`src/rtl/scd_pkg.sv`:
```
package scd_pkg;

	localparam logic [7:0] PREFIX_BYTE     = 8'hE0;
	localparam logic [7:0] MAP_LAST        = 8'h3A;

	localparam logic [7:0] LSHIFT_MAKE     = 8'h2A;
	localparam logic [7:0] LSHIFT_BREAK    = 8'hAA;
	localparam logic [7:0] RSHIFT_MAKE     = 8'h36;
	localparam logic [7:0] RSHIFT_BREAK    = 8'hB6;
	localparam logic [7:0] ALT_MAKE        = 8'h38;
	localparam logic [7:0] ALT_BREAK       = 8'hB8;
	localparam logic [7:0] CTRL_MAKE       = 8'h1D;
	localparam logic [7:0] CTRL_BREAK      = 8'h9D;
	localparam logic [7:0] CAPS_MAKE       = 8'h3A;
	localparam logic [7:0] CAPS_BREAK      = 8'hBA;

	localparam logic [6:0] LOWER_A         = 7'h61;
	localparam logic [6:0] LOWER_Z         = 7'h7A;
	localparam logic [6:0] CASE_OFFSET     = 7'h20;

	typedef logic [6:0] ascii_t;

	// Unshifted key map, codes 0x00..0x3A; zero marks a key with no character.
	function automatic ascii_t plain_map(input logic [5:0] idx);
		ascii_t c;
		case (idx)
			6'h01: c = 7'h1B;
			6'h02: c = 7'h31;
			6'h03: c = 7'h32;
			6'h04: c = 7'h33;
			6'h05: c = 7'h34;
			6'h06: c = 7'h35;
			6'h07: c = 7'h36;
			6'h08: c = 7'h37;
			6'h09: c = 7'h38;
			6'h0A: c = 7'h39;
			6'h0B: c = 7'h30;
			6'h0C: c = 7'h2D;
			6'h0D: c = 7'h3D;
			6'h0E: c = 7'h08;
			6'h0F: c = 7'h09;
			6'h10: c = 7'h71;
			6'h11: c = 7'h77;
			6'h12: c = 7'h65;
			6'h13: c = 7'h72;
			6'h14: c = 7'h74;
			6'h15: c = 7'h79;
			6'h16: c = 7'h75;
			6'h17: c = 7'h69;
			6'h18: c = 7'h6F;
			6'h19: c = 7'h70;
			6'h1A: c = 7'h5B;
			6'h1B: c = 7'h5D;
			6'h1C: c = 7'h0D;
			6'h1E: c = 7'h61;
			6'h1F: c = 7'h73;
			6'h20: c = 7'h64;
			6'h21: c = 7'h66;
			6'h22: c = 7'h67;
			6'h23: c = 7'h68;
			6'h24: c = 7'h6A;
			6'h25: c = 7'h6B;
			6'h26: c = 7'h6C;
			6'h27: c = 7'h3B;
			6'h28: c = 7'h27;
			6'h29: c = 7'h60;
			6'h2B: c = 7'h5C;
			6'h2C: c = 7'h7A;
			6'h2D: c = 7'h78;
			6'h2E: c = 7'h63;
			6'h2F: c = 7'h76;
			6'h30: c = 7'h62;
			6'h31: c = 7'h6E;
			6'h32: c = 7'h6D;
			6'h33: c = 7'h2C;
			6'h34: c = 7'h2E;
			6'h35: c = 7'h2F;
			6'h37: c = 7'h2A;
			6'h39: c = 7'h20;
			default: c = 7'h00;
		endcase
		return c;
	endfunction

	// Shifted key map, same index range.
	function automatic ascii_t shifted_map(input logic [5:0] idx);
		ascii_t c;
		case (idx)
			6'h01: c = 7'h1B;
			6'h02: c = 7'h21;
			6'h03: c = 7'h40;
			6'h04: c = 7'h23;
			6'h05: c = 7'h24;
			6'h06: c = 7'h25;
			6'h07: c = 7'h5E;
			6'h08: c = 7'h26;
			6'h09: c = 7'h2A;
			6'h0A: c = 7'h28;
			6'h0B: c = 7'h29;
			6'h0C: c = 7'h5F;
			6'h0D: c = 7'h2B;
			6'h0E: c = 7'h08;
			6'h0F: c = 7'h09;
			6'h10: c = 7'h51;
			6'h11: c = 7'h57;
			6'h12: c = 7'h45;
			6'h13: c = 7'h52;
			6'h14: c = 7'h54;
			6'h15: c = 7'h59;
			6'h16: c = 7'h55;
			6'h17: c = 7'h49;
			6'h18: c = 7'h4F;
			6'h19: c = 7'h50;
			6'h1A: c = 7'h7B;
			6'h1B: c = 7'h7D;
			6'h1C: c = 7'h0D;
			6'h1E: c = 7'h41;
			6'h1F: c = 7'h53;
			6'h20: c = 7'h44;
			6'h21: c = 7'h46;
			6'h22: c = 7'h47;
			6'h23: c = 7'h48;
			6'h24: c = 7'h4A;
			6'h25: c = 7'h4B;
			6'h26: c = 7'h4C;
			6'h27: c = 7'h3A;
			6'h28: c = 7'h22;
			6'h29: c = 7'h7E;
			6'h2B: c = 7'h7C;
			6'h2C: c = 7'h5A;
			6'h2D: c = 7'h58;
			6'h2E: c = 7'h43;
			6'h2F: c = 7'h56;
			6'h30: c = 7'h42;
			6'h31: c = 7'h4E;
			6'h32: c = 7'h4D;
			6'h33: c = 7'h3C;
			6'h34: c = 7'h3E;
			6'h35: c = 7'h3F;
			6'h37: c = 7'h2A;
			6'h39: c = 7'h20;
			default: c = 7'h00;
		endcase
		return c;
	endfunction

endpackage

```
`src/rtl/scancode_to_ascii_decoder.sv`:
```
// Scan code set 1 keyboard decoder: each request carries one raw keyboard byte and
// yields exactly one result with the decoded character (char_valid, ascii_char) and the
// shift, ctrl, alt and caps lock flags as they stand after that byte. A 0xE0 byte arms
// the extended prefix; only right alt and right ctrl act on extended codes, and no
// extended code gives a character. Caps lock toggles once per press and affects letters
// only. The block takes one byte every clock cycle unless the output stalls; a result is
// presented once its request has passed the input register and then decode and key map lookup
// into the result register. Backpressure on the output stalls the input only when both
// registers are full and the result is not being taken.
module scancode_to_ascii_decoder
	import scd_pkg::*;
(
	input  logic       clk,
	input  logic       arst_n,

	input  logic       in_valid,
	output logic       in_ready,
	input  logic [7:0] scan_byte,

	output logic       out_valid,
	input  logic       out_ready,
	output logic       char_valid,
	output logic [6:0] ascii_char,
	output logic       shift_held,
	output logic       ctrl_held,
	output logic       alt_held,
	output logic       caps_on
);

	logic       valid_s1;
	logic [7:0] byte_s1;
	logic       advance;

	logic       prefix_q, shift_q, ctrl_q, alt_q, caps_q, caps_key_q;
	logic       prefix_d, shift_d, ctrl_d, alt_d, caps_d, caps_key_d;
	ascii_t     ch;

	logic       valid_s2;
	logic       char_valid_s2;
	ascii_t     ascii_s2;
	logic       shift_s2, ctrl_s2, alt_s2, caps_s2;

	assign advance  = valid_s1 && (!valid_s2 || out_ready);
	assign in_ready = !valid_s1 || advance;

	always_ff @(posedge clk or negedge arst_n) begin
		if (!arst_n) begin
			valid_s1 <= 1'b0;
		end else if (in_ready) begin
			valid_s1 <= in_valid;
		end
	end

	always_ff @(posedge clk) begin
		if (in_valid && in_ready) begin
			byte_s1 <= scan_byte;
		end
	end

	always_comb begin
		prefix_d   = prefix_q;
		shift_d    = shift_q;
		ctrl_d     = ctrl_q;
		alt_d      = alt_q;
		caps_d     = caps_q;
		caps_key_d = caps_key_q;
		ch         = '0;
		if (byte_s1 == PREFIX_BYTE) begin
			prefix_d = 1'b1;
		end else begin
			prefix_d = 1'b0;
			if (prefix_q) begin
				// extended: right alt / right ctrl share the left-side flags
				case (byte_s1)
					ALT_MAKE:   alt_d  = 1'b1;
					ALT_BREAK:  alt_d  = 1'b0;
					CTRL_MAKE:  ctrl_d = 1'b1;
					CTRL_BREAK: ctrl_d = 1'b0;
					default: ;
				endcase
			end else begin
				case (byte_s1)
					LSHIFT_MAKE, RSHIFT_MAKE:     shift_d = 1'b1;
					LSHIFT_BREAK, RSHIFT_BREAK:   shift_d = 1'b0;
					ALT_MAKE:                     alt_d   = 1'b1;
					ALT_BREAK:                    alt_d   = 1'b0;
					CTRL_MAKE:                    ctrl_d  = 1'b1;
					CTRL_BREAK:                   ctrl_d  = 1'b0;
					CAPS_MAKE: begin
						// typematic repeats are ignored until the break code
						if (!caps_key_q) begin
							caps_d     = !caps_q;
							caps_key_d = 1'b1;
						end
					end
					CAPS_BREAK:                   caps_key_d = 1'b0;
					default: ;
				endcase
				if (byte_s1 <= MAP_LAST) begin
					ch = shift_d ? shifted_map(byte_s1[5:0]) : plain_map(byte_s1[5:0]);
					if (caps_d && (ch inside {[LOWER_A:LOWER_Z]})) begin
						ch = ch - CASE_OFFSET;
					end
				end
			end
		end
	end

	always_ff @(posedge clk or negedge arst_n) begin
		if (!arst_n) begin
			prefix_q   <= 1'b0;
			shift_q    <= 1'b0;
			ctrl_q     <= 1'b0;
			alt_q      <= 1'b0;
			caps_q     <= 1'b0;
			caps_key_q <= 1'b0;
		end else if (advance) begin
			prefix_q   <= prefix_d;
			shift_q    <= shift_d;
			ctrl_q     <= ctrl_d;
			alt_q      <= alt_d;
			caps_q     <= caps_d;
			caps_key_q <= caps_key_d;
		end
	end

	always_ff @(posedge clk or negedge arst_n) begin
		if (!arst_n) begin
			valid_s2 <= 1'b0;
		end else if (advance) begin
			valid_s2 <= 1'b1;
		end else if (out_ready) begin
			valid_s2 <= 1'b0;
		end
	end

	always_ff @(posedge clk) begin
		if (advance) begin
			char_valid_s2 <= (ch != '0);
			ascii_s2      <= ch;
			shift_s2      <= shift_d;
			ctrl_s2       <= ctrl_d;
			alt_s2        <= alt_d;
			caps_s2       <= caps_d;
		end
	end

	assign out_valid  = valid_s2;
	assign char_valid = char_valid_s2;
	assign ascii_char = ascii_s2;
	assign shift_held = shift_s2;
	assign ctrl_held  = ctrl_s2;
	assign alt_held   = alt_s2;
	assign caps_on    = caps_s2;

	a_char_flag: assert property (@(posedge clk) disable iff (!arst_n)
		valid_s2 |-> (char_valid_s2 == (ascii_s2 != '0)))
		else $error("char_valid disagrees with character");

	a_prefix_arm: assert property (@(posedge clk) disable iff (!arst_n)
		(advance && byte_s1 == PREFIX_BYTE) |=> (prefix_q && valid_s2 && !char_valid_s2))
		else $error("prefix byte not handled");

	a_caps_only_on_make: assert property (@(posedge clk) disable iff (!arst_n)
		!(advance && !prefix_q && byte_s1 == CAPS_MAKE) |=> $stable(caps_q))
		else $error("caps lock changed without a make code");

	a_stall_cause: assert property (@(posedge clk) disable iff (!arst_n)
		!in_ready |-> (valid_s1 && valid_s2 && !out_ready))
		else $error("input stalled without output backpressure");

endmodule
```
`config.mk`:
```
export PLATFORM = sky130hd
export DESIGN_NAME = scancode_to_ascii_decoder
export DESIGN_NICKNAME = d
export VERILOG_FILES = /design/src/rtl/scd_pkg.sv /design/src/rtl/scancode_to_ascii_decoder.sv
export SDC_FILE = /design/constraint.sdc
export NUM_CORES = 1
export LEC_CHECK = 0
export BUFFER_PORTS_ARGS = -buffer_cell sky130_fd_sc_hd__buf_2
export CAP_MARGIN = 40
export CORE_ASPECT_RATIO = 0.7
export CORE_MARGIN = 5
export CORE_UTILIZATION = 54
export DETAILED_ROUTE_END_ITERATION = 6
export PLACE_DENSITY_LB_ADDON = 0.2
export SYNTH_ARGS = -nofsm -noshare
export SYNTH_HDL_FRONTEND = slang
export SYNTH_SLANG_ARGS = --single-unit
export TNS_END_PERCENT = 100
```
`constraint.sdc`:
```
create_clock -name clk -period 3.3 [get_ports clk]
set_input_delay 0.165 -clock clk [delete_from_list [all_inputs] [get_ports clk]]
set_output_delay 0.165 -clock clk [all_outputs]
set_load 0.03 [all_outputs]
```
==> metrics.cfg, run 1 <==
[outcome]
run_status = finished clean

[final_layout]
layout.nets = 411
drive_above_1_share = 0.190
n_antenna_cell = 0
areaGrowthSynthToFinish_pct = 13.5
stdcell_count = 461

[routing]
wirelength_um = 8060
avgViaCountPerCell = 6.45
drt_iter0_markers = 322
antenna_left = 0
wire_per_inst_um = 17.5
num_vias = 2975
drc = 0
dr.pass1.iters = 5

[global_route]
grt-ovfl-total = 0
track_usage = 0.225
grt_pass1_wl_um = 13200
grt_max_degree = 24
antenna_found_initial = 0
first_global_vias = 2616

[timing]
worst_slack_ns = 0.221
max_freq_ghz = 0.325
fin_skew_ns = 0.0113
rsz0062_at_grt = no
fin_crit_sh = 0.933
fin_crit_ns = 3.08
maxSlewViolCount = 0
setup_tns_ns = 0
max_slew.worst_pin.slew_ns = 0.564
finalHoldViolCount = 0
relSlewSlack = 0.622
setup_violations = 0

[synth]
ys_types = 60
synth_area_leaders = edfxtp_1 (20%), dfxtp_1 (9.3%), dfrtp_1 (6.6%), o21ai_0 (5.7%), mux2i_1 (5.0%)
synth_common_cells = nand2_1 (36), o21ai_0 (34), nor2_1 (29)
synthFlopType = edfxtp_1
synth_top_family_by_area = compound AO/OA/AOI/OAI gates
synth-edff-count = 20
synth_fa_ha_area_frac = 0.0457
synth.area.mux_share = 0.0744
yosys.cell_count.top_type = nand2_1
synth.net_count = 377
ys_warn_count = 0
synth-compound-area-share = 0.248
avgSynthCellArea_um2 = 8.51
syn_area_um2 = 3010
yosys.area.top_type = edfxtp_1
synth_xor_area_frac = 0.0145
ys_ff_latch = 42
asyncSetResetFlopFracSynth = 0.190
synth-simple-area-share = 0.206
yosysSeqAreaShare = 0.359
synth_top_area_frac = 0.199
syn_inst = 354

[place]
dp_hpwl_um = 5680
port-buffer-count = 25
gp_congestion = 0.992
dpl_worst_slack_ns = 0.224
dpl.cell_count = 444

[worst_setup_path]
reg2regPathDepth = 12
worstSetupStartpointType = register
worstPathRequired_ns = 3.33
cp.arrival_ns = 3.11
end_kind = register
worstPathMaxFanout = 7
criticalPathCategory = register to register

[clock_network]
tritoncts = done
root_buffer = clkbuf_8
clock_latency_ns = 0.29
htreeDepth = 2
clkSinkCount = 42
clk_pin_slew_worst_paths_ns = 0.08
clockBufferDepth = 2
cts_made_buffers = 5

[power_and_ir_drop]
p_total_uw = 1720
p_leak_uw = 0.00139
vdd_drop_max_mv = 0.183
power_density_nw_per_um2 = 504

[flow_run]
cap_violations = 0

[floorplanning]
die_w_um = 99.3
rows = 22
die_area_um2 = 7190
coreArea_um2 = 5310
initial_core_util = 0.567
ios = 26
die_y_um = 72.5

[hold_path]
holdCritPathClass = primary input to register
whs_path_depth = 1

[path summary, 6_finish.rpt]
| path | slack (ns) | from | to |
|---|---|---|---|
| worst min-delay path | 0.04 | scan_byte[6] | byte_s1[6]$_DFFE_PP_ |
| worst max-delay path | 0.22 | byte_s1[6]$_DFFE_PP_ | ascii_char[6]$_DFFE_PP_ |
| max in group asynchronous | 2.87 | arst_n | shift_q$_DFFE_PN0P_ |
| worst min register to register | 0.49 | valid_s1$_DFFE_PN0N_ | out_valid$_DFFE_PN0P_ |
| min in group asynchronous | 0.24 | arst_n | out_valid$_DFFE_PN0P_ |
| worst max register to register | 0.22 | byte_s1[6]$_DFFE_PP_ | ascii_char[6]$_DFFE_PP_ |
[metal layers]
layer,up-vias,track usage,routed length [um]
met4,0,0.0727,165
met3,25,0.0519,835
met1,1362,0.324,3620
li1,1394,-,-
met5,-,0,0
met2,194,0.336,3440
[logic make-up (layout without fill, tap and decap cells)]
group,count (synthesis),after routing
buf+inv,35,70
fa+ha+maj,11,11
simple gates,122,122
flops,42,42
compound gates,118,118
xor+xnor,5,5
mux,21,21
[power by group]
part           total (uW)  internal [uW]  switching (uW)
clock network         402            226             176
logic                 632            254             378
registers             688            633            55.1
[area by class of cell]
cell class                 count  area, um^2
clock buffer                   6        72.6
clock inverter                 2        37.5
fill                         466        1890
inverter                      13        48.8
multi-input combinational    277        1780
sequential                    42        1080
tap                           72        90.1
timing repair buffer          49         308
[placed cells by master, fill, tap and decap left out, drive strengths merged, types with 3 or more instances in the layout]
master | synthesis | routed
a211oi | 7 | 7
a21o | 3 | 3
a21oi | 26 | 26
a221o | 3 | 3
a221oi | 4 | 4
a31o | 4 | 4
a31oi | 9 | 9
and3 | 4 | 4
buf | 12 | 48
clkbuf | 10 | 6
dfrtp | 8 | 8
dfxtp | 14 | 14
edfxtp | 20 | 20
ha | 11 | 11
inv | 13 | 13
mux2 | 5 | 5
mux2i | 16 | 16
nand2 | 36 | 36
nand2b | 6 | 6
nand3 | 15 | 15
nor2 | 29 | 29
nor3 | 8 | 8
nor3b | 3 | 3
nor4b | 3 | 3
o211ai | 3 | 3
o21ai | 37 | 37
o22ai | 6 | 6
or4 | 3 | 3
xnor2 | 3 | 3
[repair_timing]
action / CTS / global route
hold buffers: 1 / 0
setup endpoints to repair: 0 / 1
gates resized for setup: 0 / 1
hold endpoints to repair: 8 / 0
setup buffers: 0 / 8
[stage by stage]
step / cell area (um^2) / util / hold WS (ns)
after floorplan: 3010 / - / -0.131
after global placement: 3230 / 0.609 / 0.0342
after detailed placement: 3230 / 0.609 / 0.0316
after CTS: 3350 / 0.631 / 0.0339
after global routing: 3420 / 0.643 / 0.0307
final: 3420 / 0.643 / 0.0376
[worst max-delay path, stage by stage (launching register included)]
cell      delay, ns
edfxtp_1       0.49
and4bb_1       0.33
o21ai_1        0.07
a222oi_1       0.33
buf_4          0.22
mux2_2         0.37
ha_1           0.25
nand3_1        0.11
o22ai_1        0.07
mux2i_1        0.18
o211ai_2       0.14
mux2i_1        0.20
nor2_1         0.06
Power figures use the tool's default switching activity.
==> run 2, diff against run 1 <==
--- a/config.mk
+++ b/config.mk
@@ -9,7 +9,7 @@
 export CAP_MARGIN = 40
 export CORE_ASPECT_RATIO = 0.7
 export CORE_MARGIN = 5
-export CORE_UTILIZATION = 54
+export CORE_UTILIZATION = 35
 export DETAILED_ROUTE_END_ITERATION = 6
 export PLACE_DENSITY_LB_ADDON = 0.2
 export SYNTH_ARGS = -nofsm -noshare
==> run 2 against run 1 <==
  * Combinational power fell by 4.4%
  * Flip-flop and latch count did not move
  * Worst setup slack improved by 0.048 ns
  * Clock skew barely moved
  * Sequential power barely moved
  * Via count fell by 3.8%
  * First-iteration DRC count rose by 4.3%
  * Non-clock buffer count fell by 7
  * Count of clock-buffer cells in the layout did not move
  * Register-to-register slack improved by 0.05 ns
==> metrics.cfg, run 2 (same netlist as run 1, synthesis figures left out) <==
[worst_setup_path]
crit_buf_inv = 1  ; unchanged
slowest_stage = edfxtp_1
worstPathCellList = and4bb_1 -> o21ai_1 -> a222oi_1 -> buf_4 -> mux2_2 -> ha_1 -> nand3_1 -> o22ai_1 -> mux2i_1 -> o211ai_2 -> mux2i_1 -> nor2_1
crit_family = multiplexers
worstPathRequired_ns = 3.31  ; -0.02 ns
end_kind = register
crit_top_cell = mux2i_1
criticalPathCategory = register to register
cp.arrival_ns = 3.04  ; -0.07 ns
worstSetupStartpointType = register
slowest_delay_ns = 0.46  ; -0.03 ns
worstPathMaxFanout = 14  ; +7

[place]
dp_hpwl_um = 6390  ; +12%
dpl.cell_count = 478  ; +7.7%
port-buffer-count = 25  ; unchanged
gp_congestion = 0.908  ; -8.5%

[timing]
fin_crit_ns = 3.03  ; -0.0482 ns
relSlewSlack = 0.598  ; -0.0243
max_slew.worst_pin.slew_ns = 0.599  ; +0.0351 ns
max_freq_ghz = 0.330  ; +1.6%
setup_violations = 0  ; unchanged
holdWs_ns = 0.0623  ; +0.0247 ns
rsz0062_at_grt = no
setup_tns_ns = 0  ; unchanged
fin_crit_sh = 0.918  ; -0.0146
finalHoldViolCount = 0  ; unchanged
fin_skew_ns = 0.0112  ; -0.000126 ns
maxSlewViolCount = 0  ; unchanged

[global_route]
grt_pass1_wl_um = 14200  ; +7.6%
grt-ovfl-total = 0  ; unchanged
grt_max_degree = 27  ; +13%
first_global_vias = 2679  ; +2.4%
antenna_found_initial = 0  ; unchanged
track_usage = 0.167  ; -0.0587

[floorplanning]
die_w_um = 121  ; +22%
coreArea_um2 = 8410  ; +58%
rows = 28  ; +27%
die_area_um2 = 10600  ; +47%
die_y_um = 87.6  ; +21%
initial_core_util = 0.358  ; -0.209
ios = 26  ; unchanged

[final_layout]
final_common_cell = nand2_1
final_util = 0.408  ; -0.235
stdcell_count = 487  ; +5.6%
layout.nets = 404  ; -1.7%
final_cell_mix = nand2_1 (36), o21ai_0 (34), nor2_1 (29)
n_antenna_cell = 0  ; unchanged
fill_cells = 852  ; +83%
drive_above_1_share = 0.173  ; -0.0175
regArea_um2 = 1080  ; unchanged
multi_input_area_um2 = 1780  ; -0.28%
areaGrowthSynthToFinish_pct = 14.0

[routing]
wire_per_inst_um = 17.7  ; +1.1%
drt_iter0_markers = 336  ; +4.3%
drc = 0  ; unchanged
avgViaCountPerCell = 5.87  ; -9.0%
num_vias = 2861  ; -3.8%
antenna_left = 0  ; unchanged
wirelength_um = 8610  ; +6.8%
dr.pass1.iters = 6  ; +1

[power_and_ir_drop]
vdd_drop_max_mv = 0.254  ; +39%
p_leak_uw = 0.00138  ; -1.2%
power_density_nw_per_um2 = 512  ; +1.7%
p_total_uw = 1760  ; +2.2%

[clock_network]
cts_made_buffers = 5  ; unchanged
post_cts_resized = 0  ; unchanged
htreeDepth = 2  ; unchanged
root_buffer = clkbuf_16
tritoncts = done
clock_latency_ns = 0.28  ; about the same
clockBufferDepth = 2  ; unchanged
clkSinkCount = 42  ; unchanged
clk_pin_slew_worst_paths_ns = 0.06  ; -0.02 ns

[flow_run]
cap_violations = 0  ; unchanged

[hold_path]
holdCritPathClass = primary input to register

[outcome]
run_status = finished clean

[run 2: cell types whose count changed in the layout (fill, tap and decap cells not counted), sizes merged]
cell / before / now
clkinvlp: 1 / 0
clkinv: 0 / 2
bufinv: 1 / 0
buf: 48 / 41
[run 2: per-layer routing]
layer | track usage | vias to the layer above | wire length, um
met2 | 0.234 | 115 | 3510
met1 | 0.259 | 1344 | 4450
li1 | - | 1391 | -
met4 | 0.0360 | 0 | 91
met3 | 0.0368 | 11 | 555
met5 | 0 | - | 0
[run 2: worst register-to-register path: cells and delay by family (launching register included)]
kind	cells	cell delay, ns
AOI/OAI and AO/OA	4	0.60
adders and majority gates	1	0.24
buffers and inverters	1	0.28
DFF	1	0.46
muxes	3	0.71
and+or+nand+nor	3	0.47
[run 2: timing repair]
action	in CTS	in global routing
hold buffers	1	0
hold endpoints to repair	8	0
setup buffers	0	0
[run 2: layout make-up]
cell class / instances / share of cell area
multi-input cells: 277 / 0.517
well taps: 105 / 0.0383
inverters: 13 / 0.0142
flip-flops and latches: 42 / 0.315
clock buffers: 6 / 0.0375
clock inverters: 2 / 0.00401
repair buffers: 42 / 0.0743
[run 2: power by group]
part / leakage, uW / internal [uW] / total [uW] / switching (uW)
sequential: 0.000405 / 634 / 688 / 54.1
clock: 0.0000708 / 280 / 467 / 187
combinational: 0.000900 / 231 / 604 / 373
[run 2: metrics by stage]
step           cell area, um^2  setup WS [ns]
6_report                  3430          0.269
2_1_floorplan             3010         0.0737
4_1_cts                   3430          0.254
3_5_place_dp              3280          0.254
3_3_place_gp              3280          0.312
5_1_grt                   3430          0.109
[run 2: worst paths after layout]
| check | slack (ns) | cells after the start | to | from |
|---|---|---|---|---|
| max | 0.27 | 12 | ascii_char[6]$_DFFE_PP_ | byte_s1[6]$_DFFE_PP_ |
| min | 0.06 | 1 | byte_s1[7]$_DFFE_PP_ | scan_byte[7] |
| max reg2reg | 0.27 | 12 | ascii_char[6]$_DFFE_PP_ | byte_s1[6]$_DFFE_PP_ |
| min reg2reg | 0.48 | 1 | out_valid$_DFFE_PN0P_ | valid_s1$_DFFE_PN0N_ |
| max in group asynchronous | 2.83 | 2 | caps_q$_DFFE_PN0P_ | arst_n |
| min in group asynchronous | 0.28 | 2 | out_valid$_DFFE_PN0P_ | arst_n |
==> run 3, diff against run 2 <==
--- a/config.mk
+++ b/config.mk
@@ -10,8 +10,9 @@
 export CORE_ASPECT_RATIO = 0.7
 export CORE_MARGIN = 5
 export CORE_UTILIZATION = 35
+export CTS_CLUSTER_SIZE = 30
 export DETAILED_ROUTE_END_ITERATION = 6
-export PLACE_DENSITY_LB_ADDON = 0.2
+export PLACE_DENSITY = 0.49
 export SYNTH_ARGS = -nofsm -noshare
 export SYNTH_HDL_FRONTEND = slang
 export SYNTH_SLANG_ARGS = --single-unit
==> run 3 against run 2 <==
  * Sequential share of layout area decreased by 0.65 points
  * Clock skew decreased by 0.0021 ns
  * Power increased by 1.9%
  * Maximum frequency decreased by 2.9%
  * Worst setup slack got worse by 0.090 ns
  * Via count increased by 1.5%
  * Non-clock buffer count increased by 8
  * Final area increased by 2.1%
  * Die area unchanged
  * Flip-flop and latch count unchanged
  * Largest cell class unchanged
  * Highest routed layer unchanged
==> metrics.cfg, run 3 (same netlist as run 1, synthesis figures left out) <==
[flow_run]
cap_violations = 0  ; unchanged

[worst_setup_path]
criticalPathCategory = register to register
worstPathMaxFanout = 6  ; -8
end_kind = register
slowest_delay_ns = 0.49  ; +0.03 ns
crit_family = simple AND/OR/NAND/NOR gates
worstSetupStartpointType = register
reg2regPathDepth = 13  ; +1
crit_cells = 13  ; +1
slowest_stage = edfxtp_1
worstPathCellList = nor3b_1 -> nor3b_2 -> a222oi_1 -> buf_4 -> buf_4 -> mux2_4 -> ha_1 -> nand3_1 -> o22ai_1 -> mux2i_1 -> o211ai_2 -> mux2i_1 -> nor2_1
cp.arrival_ns = 3.13  ; +0.09 ns
worstPathRequired_ns = 3.31  ; about the same
crit_buf_inv = 2  ; +1

[final_layout]
design_area_um2 = 3510  ; +2.1%
layout.nets = 412  ; +2.0%
fill_cells = 876  ; +2.8%
final_common_cell = nand2_1
regArea_um2 = 1080  ; unchanged
drive_above_1_share = 0.190  ; +0.0170
final_cell_mix = nand2_1 (36), o21ai_0 (34), nor2_1 (29)
stdcell_count = 495  ; +1.6%
multi_input_area_um2 = 1780  ; unchanged
n_antenna_cell = 0  ; unchanged
areaGrowthSynthToFinish_pct = 16.5

[routing]
wirelength_um = 8680  ; +0.79%
dr.pass1.iters = 5  ; -1
avgViaCountPerCell = 5.87  ; -0.10%
wire_per_inst_um = 17.5  ; -0.84%
antenna_left = 0  ; unchanged
drt_iter0_markers = 329  ; -2.1%
num_vias = 2905  ; +1.5%
drc = 0  ; unchanged

[timing]
relSlewSlack = 0.587  ; -0.0113
setup_tns_ns = 0  ; unchanged
rsz0062_at_grt = no
max_freq_ghz = 0.320  ; -2.9%
holdWs_ns = 0.0569  ; -0.00543 ns
fin_skew_ns = 0.00913  ; -0.00206 ns
fin_crit_sh = 0.946  ; +0.0272
maxSlewViolCount = 0  ; unchanged
max_slew.worst_pin.slew_ns = 0.617  ; +0.0181 ns
worst_slack_ns = 0.179  ; -0.0898 ns
fin_crit_ns = 3.12  ; +0.0898 ns
setup_violations = 0  ; unchanged
finalHoldViolCount = 0  ; unchanged

[floorplanning]
die_area_um2 = 10600  ; unchanged
ios = 26  ; unchanged
die_y_um = 87.6  ; unchanged
die_w_um = 121  ; unchanged
initial_core_util = 0.358  ; unchanged
coreArea_um2 = 8410  ; unchanged
rows = 28  ; unchanged

[power_and_ir_drop]
vdd_drop_max_mv = 0.201  ; -21%
power_density_nw_per_um2 = 511  ; -0.22%
p_leak_uw = 0.00142  ; +3.2%

[clock_network]
clkSinkCount = 42  ; unchanged
clockBufferDepth = 2  ; unchanged
clk_pin_slew_worst_paths_ns = 0.06  ; about the same
root_buffer = clkbuf_16
tritoncts = done
clock_latency_ns = 0.28  ; about the same
htreeDepth = 2  ; unchanged
cts_made_buffers = 5  ; unchanged

[global_route]
first_global_vias = 2717  ; +1.4%
grt-ovfl-total = 0  ; unchanged
grt_max_degree = 27  ; unchanged
grt_pass1_wl_um = 14500  ; +2.3%
antenna_found_initial = 0  ; unchanged
track_usage = 0.170  ; +0.00292

[place]
dpl_worst_slack_ns = 0.164  ; -0.0899 ns
port-buffer-count = 25  ; unchanged
dp_hpwl_um = 6370  ; -0.21%
dpl.cell_count = 485  ; +1.5%
gp_congestion = 0.909  ; +0.14%
place_area_um2 = 3350  ; +2.0%

[hold_path]
whs_path_depth = 1  ; unchanged
holdCritPathClass = primary input to register

[outcome]
run_status = finished clean

==> run 3: changes by cell type in the layout (fill, tap and decap cells not counted), sizes merged <==
| cell | previous run | this run |
|---|---|---|
| buf | 41 | 49 |
==> run 3: what timing repair did <==
action / 4_1_cts / 5_1_grt
buffers inserted: 0 / 1
endpoints found under the hold margin: 8 / 0
setup endpoints to repair: 0 / 2
hold buffers: 1 / 0
resized for setup: 0 / 0
==> run 3: per-stage QoR <==
step | total power (uW) | utilization
after floorplan | 1120 | -
after global placement | 1320 | 0.398
after detailed placement | 1320 | 0.398
after CTS | 1790 | 0.416
after global routing | 1900 | 0.417
final | 1790 | 0.417
==> run 3: layout make-up <==
type / count / area share
Tap cell: 105 / 0.0375
Timing Repair Buffer: 50 / 0.0935
Multi-Input combinational cell: 277 / 0.506
Clock buffer: 6 / 0.0367
Clock inverter: 2 / 0.00392
Sequential cell: 42 / 0.308
Inverter: 13 / 0.0139
==> run 3: metal layers <==
layer	vias up	track usage	routed length [um]
met3	9	0.0219	562
li1	1398	-	-
met2	125	0.251	3560
met1	1373	0.261	4460
met5	-	0	0
met4	0	0.0442	92
==> run 3: path summary, 6_finish.rpt <==
check | start | endpoint | slack, ns
max in group asynchronous | arst_n | caps_q$_DFFE_PN0P_ | 2.83
min in group asynchronous | arst_n | valid_s1$_DFFE_PN0N_ | 0.27
hold reg to reg | caps_key_q$_DFFE_PN0P_ | caps_key_q$_DFFE_PN0P_ | 0.47
hold / removal | scan_byte[6] | byte_s1[6]$_DFFE_PP_ | 0.06
setup reg to reg | byte_s1[2]$_DFFE_PP_ | ascii_char[6]$_DFFE_PP_ | 0.18
setup / recovery | byte_s1[2]$_DFFE_PP_ | ascii_char[6]$_DFFE_PP_ | 0.18
==> run 3: power by group <==
| group | internal [uW] | switching [uW] |
|---|---|---|
| registers | 634 | 57.6 |
| logic | 255 | 376 |
| clock network | 280 | 190 |
| total | 1170 | 623 |
